File: src/hdl/tql_pkg.sv
`default_nettype none

package tql_pkg;

    localparam int X_SIZE   = 512;
    localparam int Y_SIZE   = 1024;
    localparam int X_REF    = 75;
    localparam int X_OFFSET = 100;
    localparam int Y_OFFSET = 600;

    localparam int X_W    = $clog2(X_SIZE);
    localparam int Y_W    = $clog2(Y_SIZE);
    localparam int ADDR_W = X_W + Y_W;

    localparam int PIX_W = 10;
    localparam int IDX_W = PIX_W + 3;

    localparam int Q_W    = 32;
    localparam int TGT_W  = Q_W + 1;
    localparam int DIFF_W = TGT_W + 1;
    localparam int HALF_W = DIFF_W / 2;
    localparam int PP_W   = 16 + HALF_W + 2;
    localparam int SUM_W  = PP_W + HALF_W;
    localparam int STEP_W = SUM_W - 16;
    localparam int RES_W  = STEP_W + 1;

    localparam logic [1:0] CFG_LEARN_RATE    = 2'd0;
    localparam logic [1:0] CFG_LIVE_REWARD   = 2'd1;
    localparam logic [1:0] CFG_DEATH_PENALTY = 2'd2;

    localparam logic [15:0] LEARN_RATE_RST    = 16'd45875;
    localparam logic [15:0] LIVE_REWARD_RST   = 16'd1;
    localparam logic [15:0] DEATH_PENALTY_RST = 16'hff9c;

    typedef logic signed [IDX_W-1:0] idx_t;

    typedef enum logic [2:0] {
        ST_CLEAR,
        ST_IDLE,
        ST_CUR,
        ST_PREV,
        ST_MUL_LO,
        ST_MUL_HI,
        ST_SUM,
        ST_WRITE
    } state_t;

    typedef struct packed {
        logic        [15:0] learn_rate;
        logic signed [15:0] live_reward;
        logic signed [15:0] death_penalty;
    } cfg_t;

    typedef struct packed {
        logic clear;
        logic in_ready;
        logic load_in;
        logic rd_prev;
        logic load_cur;
        logic load_prev;
        logic mul_lo;
        logic mul_hi;
        logic sum;
        logic commit;
    } cmd_t;

    typedef struct packed {
        logic clear_last;
        logic out_free;
    } status_t;

endpackage

`default_nettype wire

File: src/hdl/tql_ctrl.sv
`default_nettype none

module tql_ctrl (
    input  wire logic             clk,
    input  wire logic             rst_n,
    input  wire logic             in_valid,
    input  wire tql_pkg::status_t status,
    output tql_pkg::cmd_t         cmd
);

    tql_pkg::state_t state_reg;
    tql_pkg::state_t state_next;

    always_ff @(posedge clk or negedge rst_n)
    begin
        if (!rst_n)
        begin
            state_reg <= tql_pkg::ST_CLEAR;
        end
        else
        begin
            state_reg <= state_next;
        end
    end

    always_comb
    begin
        state_next = state_reg;
        unique case (state_reg)
            tql_pkg::ST_CLEAR:
            begin
                if (status.clear_last)
                begin
                    state_next = tql_pkg::ST_IDLE;
                end
            end
            tql_pkg::ST_IDLE:
            begin
                if (in_valid)
                begin
                    state_next = tql_pkg::ST_CUR;
                end
            end
            tql_pkg::ST_CUR:    state_next = tql_pkg::ST_PREV;
            tql_pkg::ST_PREV:   state_next = tql_pkg::ST_MUL_LO;
            tql_pkg::ST_MUL_LO: state_next = tql_pkg::ST_MUL_HI;
            tql_pkg::ST_MUL_HI: state_next = tql_pkg::ST_SUM;
            tql_pkg::ST_SUM:    state_next = tql_pkg::ST_WRITE;
            tql_pkg::ST_WRITE:
            begin
                if (status.out_free)
                begin
                    state_next = tql_pkg::ST_IDLE;
                end
            end
            default:            state_next = tql_pkg::ST_CLEAR;
        endcase
    end

    always_comb
    begin
        cmd = '0;
        unique case (state_reg)
            tql_pkg::ST_CLEAR:  cmd.clear = 1'b1;
            tql_pkg::ST_IDLE:
            begin
                cmd.in_ready = 1'b1;
                cmd.load_in  = in_valid;
            end
            tql_pkg::ST_CUR:
            begin
                cmd.rd_prev  = 1'b1;
                cmd.load_cur = 1'b1;
            end
            tql_pkg::ST_PREV:   cmd.load_prev = 1'b1;
            tql_pkg::ST_MUL_LO: cmd.mul_lo = 1'b1;
            tql_pkg::ST_MUL_HI: cmd.mul_hi = 1'b1;
            tql_pkg::ST_SUM:    cmd.sum = 1'b1;
            tql_pkg::ST_WRITE:  cmd.commit = status.out_free;
            default:            cmd = '0;
        endcase
    end

endmodule

`default_nettype wire

File: config.mk
export PLATFORM = sky130hd
export DESIGN_NAME = tql_ctrl
export DESIGN_NICKNAME = d
export VERILOG_FILES = /design/src/hdl/tql_pkg.sv /design/src/hdl/tql_ctrl.sv
export SDC_FILE = /design/constraint.sdc
export NUM_CORES = 1
export LEC_CHECK = 0
export ABC_AREA = 1
export BUFFER_PORTS_ARGS = -buffer_cell sky130_fd_sc_hd__buf_2
export CORE_AREA = 2 2 39 41
export CTS_BUF_LIST = sky130_fd_sc_hd__clkbuf_16
export CTS_CLUSTER_SIZE = 14
export DETAILED_ROUTE_END_ITERATION = 8
export DIE_AREA = 0 0 41 43
export GPL_TIMING_DRIVEN = 0
export PLACE_DENSITY_LB_ADDON = 0.12
export RECOVER_POWER = 100
export REMOVE_ABC_BUFFERS = 1
export SETUP_SLACK_MARGIN = 0.5
export SYNTH_ARGS = -nofsm -noshare
export SYNTH_HDL_FRONTEND = slang
export SYNTH_SLANG_ARGS = --single-unit
export TNS_END_PERCENT = 20
File: constraint.sdc
create_clock -name clk -period 0.9 [get_ports clk]
set_input_delay 0.18 -clock clk [delete_from_list [all_inputs] [get_ports clk]]
set_output_delay 0.18 -clock clk [all_outputs]
set_load 0.03 [all_outputs]
==> qor.yml, run 1 <==
finish:
  nets: 60
  postLayoutCoreUtil: 0.339
  largest_reg_flops: 3
  antenna_cells: 0
  area_growth_pct: 118
  final-instance-count-excl-fill: 70
  drive_gt1_frac: 0.611
clocking:
  clkLatencyLatePin_ns: 0.22
  cts_tree: "done"
  clkTransAtPathRegs_ns: 0.03
  numCtsBuffers: 3
  htreeDepth: 1
  root_buffer: "clkbuf_16"
  cts_num_sinks: 3
  cts_buffer_depth: 2
logic_synthesis:
  synth_warnings: 0
  synth_common_cells: "inv_1, nor2_1, nand2_1"
  synth_cell_type_count: 14
  ys.flop_type: "dfrtp_1"
  ys_ff_latch: 3
  synth_area_sq_um: 215
  synth_edf_count: 0
  synthCells: 32
  async_reset_ff_frac: 1.00
  yosysSeqAreaShare: 0.349
  synth.avg_cell_area_sq_um: 6.73
  synthTopCellsByArea: "dfrtp_1, inv_1, nor2_1"
  netlist.area_leader.share: 0.349
  synth_largest_area_cell: "dfrtp_1"
detailed_routing:
  first_pass_iters: 2
  antenna_left: 0
  avgRoutedWirePerCell_um: 8.00
  wirelength_um: 560
  vias: 277
  drc_errors: 0
  via_per_inst: 3.96
  drtIter0Drc: 1
sta:
  period_share: 1.45
  setup_viol: 13
  max_slew.worst_pin.slew_ns: 0.168
  hold_slack_ns: -0.243
  drv_slew: 0
  hold_viol: 3
  max_freq_ghz: 0.764
  post-route-min-period_ns: 1.31
  worst_slack_ns: -0.409
  skew_ns: 0.000534
  rsz0062_at_grt: "yes"
  relSlewSlack: 0.887
critical_path:
  crit_fanout: 7
  path_class: "register to output port"
  cp.arrival_ns: 1.13
  crit_required_ns: 0.72
  critPathLaunchType: "register"
  worst_setup_path_end_kind: "output port"
  timing.reg2reg.worst_path_depth: 6
grt:
  first_global_vias: 238
  grt_overflow: 0
  grt_usage: 0.0775
  grt_max_degree: 9
  antenna_found_initial: 0
  grt_first_pass_wirelength_um: 890
placement:
  place_ws_ns: -0.262
  io_buffers: 14
  place_congestion: 0.661
  place_hpwl_um: 431
  dpl.cell_count: 61
die:
  die_width_um: 41
  start_util: 0.156
  pin_count: 15
  die_h_um: 43
  rows: 14
  fp.dieArea_sq_um: 1760
  core_sq_um: 1380
min_path:
  holdCritPathClass: "input pin to async pin"
flow_run:
  drv_cap: 0
status:
  violations: "negative hold slack, negative setup slack"
  status: "finished, violations left"
power_and_ir_drop:
  powerDensity_nw_per_um2: 4460
  p_leak_nw: 0.249
  ir_drop_mv: 1.12
power by group:
| group | internal, W | switching, W |
|---|---|---|
| combinational | 0.000455 | 0.000596 |
| sequential | 0.000217 | 0.000145 |
| clock | 0.000572 | 0.000109 |
| total | 0.00124 | 0.000849 |
per-layer routing:
| layer | track usage | part of all wire |
|---|---|---|
| met1 | 0.0939 | 0.39 |
| met2 | 0.103 | 0.56 |
| met3 | 0.0314 | 0.052 |
| met4 | 0.0600 | 0 |
| met5 | 0 | 0 |
path summary, 6_finish.rpt:
| check | startpoint | endpoint | slack [ns] |
|---|---|---|---|
| setup / recovery | state_reg[1] | cmd[0] | -0.41 |
| hold / removal | rst_n | state_reg[1] | -0.24 |
| setup reg to reg | state_reg[0] | state_reg[0] | -0.31 |
| hold reg to reg | state_reg[0] | state_reg[1] | 0.66 |
| max in group asynchronous | rst_n | state_reg[0] | 0.98 |
| min in group clk | status[0] | state_reg[1] | 0.25 |
cell type report:
type | instances | area [sq um]
flip-flops and latches | 3 | 78.8
well taps | 16 | 20.0
clock buffers | 3 | 75.1
multi-input cells | 21 | 120
clock inverters | 1 | 3.75
repair buffers | 19 | 143
fillers | 159 | 915
inverters | 7 | 28.8
metrics by stage:
step | instance area, sq um | setup TNS (ns) | hold slack, ns | power [W]
2_1_floorplan | 208 | -4.70 | -0.116 | 0.000885
3_3_place_gp | 298 | -2.50 | -0.0196 | 0.00111
3_5_place_dp | 298 | -2.34 | -0.0219 | 0.00110
4_1_cts | 450 | -4.41 | -0.251 | 0.00206
5_1_grt | 469 | -5.30 | -0.236 | 0.00224
6_report | 469 | -4.43 | -0.243 | 0.00209
logic make-up (layout without fill, tap and decap cells):
| logic type | Yosys count | count (layout) | synth area share |
|---|---|---|---|
| AO/OA/AOI/OAI | 4 | 4 | 0.105 |
| buffers and inverters | 8 | 30 | 0.157 |
| AND/OR/NAND/NOR | 17 | 17 | 0.390 |
| flip-flops | 3 | 3 | 0.349 |
cells in the final DEF (no fill, tap or decap):
master	count
nor2_2	2
nand2_2	1
inv_4	1
buf_4	12
dfrtp_2	3
nand4_1	1
nor2_1	4
nand3b_1	1
a21oi_2	1
clkbuf_16	3
a21oi_1	2
nand2_1	3
buf_2	3
nor3_2	2
nand3_1	1
nor3_1	2
a21boi_1	1
inv_1	5
inv_2	2
buf_6	3
clkbuf_1	1
worst max-delay path, stage by stage (launching register included):
cell and delay (ns):
dfrtp_2 0.43, nand2_2 0.10, nor3_2 0.19, buf_4 0.19
what timing repair did:
| item | in CTS | in global routing |
|---|---|---|
| endpoints found under the hold margin | 3 | 3 |
| buffers inserted | 4 | 1 |
| pin swaps | 1 | 1 |
| endpoints found under the setup margin | 13 | 13 |
| gates resized for setup | 18 | 4 |
| cloned | 0 | 0 |
No activity file was read; power rests on OpenSTA's default activity.
==> inputs of run 2 (changes only) <==
==> constraint.sdc (replaced) <==
create_clock -name clk -period 1.3 [get_ports clk]
set_input_delay 0.26 -clock clk [delete_from_list [all_inputs] [get_ports clk]]
set_output_delay 0.26 -clock clk [all_outputs]
set_load 0.03 [all_outputs]
==> qor.yml, run 2 (synthesis gave the netlist of run 1 again) <==
die:
  start_util: 0.156  # unchanged
  fp.dieArea_sq_um: 1760  # unchanged
  rows: 14  # unchanged
  die_width_um: 41  # unchanged
  core_sq_um: 1380  # unchanged
  pin_count: 15  # unchanged
  die_h_um: 43  # unchanged
clocking:
  htreeDepth: 1  # unchanged
  cts_num_sinks: 3  # unchanged
  numCtsBuffers: 3  # unchanged
  cts_tree: "done"
  clkLatencyLatePin_ns: 0.22  # about the same
  clkTransAtPathRegs_ns: 0.03  # about the same
  cts_buffer_depth: 2  # unchanged
  root_buffer: "clkbuf_16"
finish:
  drive_gt1_frac: 0.625  # +0.0139
  largest_reg_flops: 3  # unchanged
  antenna_cells: 0  # unchanged
  multi_input_area_sq_um: 124  # +3.1%
  layout_common_cells: "buf_4, inv_1, nor2_1, buf_6"
  mostFrequentLayoutCell: "buf_4"
  final-instance-count-excl-fill: 72  # +2.9%
  fillerInstances: 162  # +1.9%
  nets: 62  # +3.3%
  seqCellArea_sq_um: 78.8  # unchanged
  postLayoutCoreUtil: 0.357  # +0.0181
  area_growth_pct: 130
grt:
  grt_max_degree: 9  # unchanged
  grt_first_pass_wirelength_mm: 1.04  # +16%
  grt_usage: 0.0905  # +0.0131
  grt_overflow: 0  # unchanged
  first_global_vias: 256  # +7.6%
  antenna_found_initial: 0  # unchanged
placement:
  io_buffers: 14  # unchanged
  place_hpwl_um: 431  # unchanged
  dpl.cell_count: 61  # unchanged
  place_congestion: 0.661  # unchanged
  place_ws_ns: 0.0580  # +0.320 ns
status:
  violations: "negative setup slack"
  status: "finished, violations left"
power_and_ir_drop:
  p_leak_nw: 0.260  # +4.4%
  powerDensity_nw_per_um2: 3040  # -32%
  ir_drop_mv: 0.804  # -28%
flow_run:
  drv_cap: 0  # unchanged
detailed_routing:
  avgRoutedWirePerCell_um: 8.94  # +12%
  wirelength_um: 644  # +15%
  drtIter0Drc: 4  # +3
  first_pass_iters: 2  # unchanged
  drc_errors: 0  # unchanged
  vias: 294  # +6.1%
  antenna_left: 0  # unchanged
  via_per_inst: 4.08  # +3.2%
sta:
  period_share: 1.07
  post-route-min-period_ns: 1.39
  drv_slew: 0  # unchanged
  finalSetupTns_ns: -0.577  # +3.85 ns
  rsz0062_at_grt: "yes"
  max_freq_ghz: 0.719
  skew_ns: 0.000702  # +0.000168 ns
  worst_slack_ns: -0.0913  # +0.318 ns
  hold_viol: 0  # -3
  max_slew.worst_pin.slew_ns: 0.218  # +0.0504 ns
  setup_viol: 10  # -3
  relSlewSlack: 0.854  # -0.0328
critical_path:
  worst_setup_path_end_kind: "output port"
  r2r_slack_ns: -0.03  # +0.28 ns
  crit_required_ns: 1.04  # +0.32 ns
  crit_fanout: 7  # unchanged
  path_class: "register to output port"
  critPathLaunchType: "register"
  cp.arrival_ns: 1.13  # about the same
min_path:
  holdCritPathClass: "input pin to register"
## run 2: power by group
| part | internal [W] | switching, W |
|---|---|---|
| clock | 0.000396 | 0.0000799 |
| sequential | 0.000150 | 0.000101 |
| combinational | 0.000346 | 0.000431 |
| total | 0.000892 | 0.000612 |
## run 2: worst paths after layout
kind                                 to    startpoint  cells past startpoint
max                              cmd[0]  state_reg[1]                      3
min                        state_reg[1]     status[0]                      4
max reg2reg                state_reg[0]  state_reg[0]                      7
min reg2reg                state_reg[1]  state_reg[0]                      2
max in group asynchronous  state_reg[0]         rst_n                      2
min in group asynchronous  state_reg[1]         rst_n                      2
## run 2: cell type report
cell class                 count  share of cell area
clock buffer                   3               0.152
clock inverter                 1             0.00759
inverter                       7              0.0582
multi-input combinational     21               0.251
sequential                     3               0.159
tap                           16              0.0405
timing repair buffer          21               0.332
## run 2: stage by stage
stage | power [W] | hold WS [ns] | cell area (sq um)
finish | 0.00150 | 0.333 | 494
global route | 0.00160 | 0.366 | 494
CTS | 0.00146 | 0.336 | 475
detailed placement | 0.000759 | 0.0581 | 298
global placement | 0.000770 | 0.0604 | 298
floorplan | 0.000612 | -0.0356 | 208
## run 2: timing repair
action	CTS	global route
hold buffers	1	0
pin swaps	1	1
setup buffers	5	1
hold endpoints to repair	3	0
cloned	0	0
endpoints found under the setup margin	13	13
resized for setup	20	4
## run 2: critical path, stage by stage, from the launching register on
cell     delay, ns
dfrtp_2       0.43
nand2_2       0.10
nor3_2        0.19
buf_4         0.19
## run 2: layer usage
layer	up-vias	track usage	routed length [um]
li1	151	-	-
met1	132	0.110	228
met2	11	0.128	375
met3	0	0.0314	40
met4	0	0.0600	0
met5	-	0	0
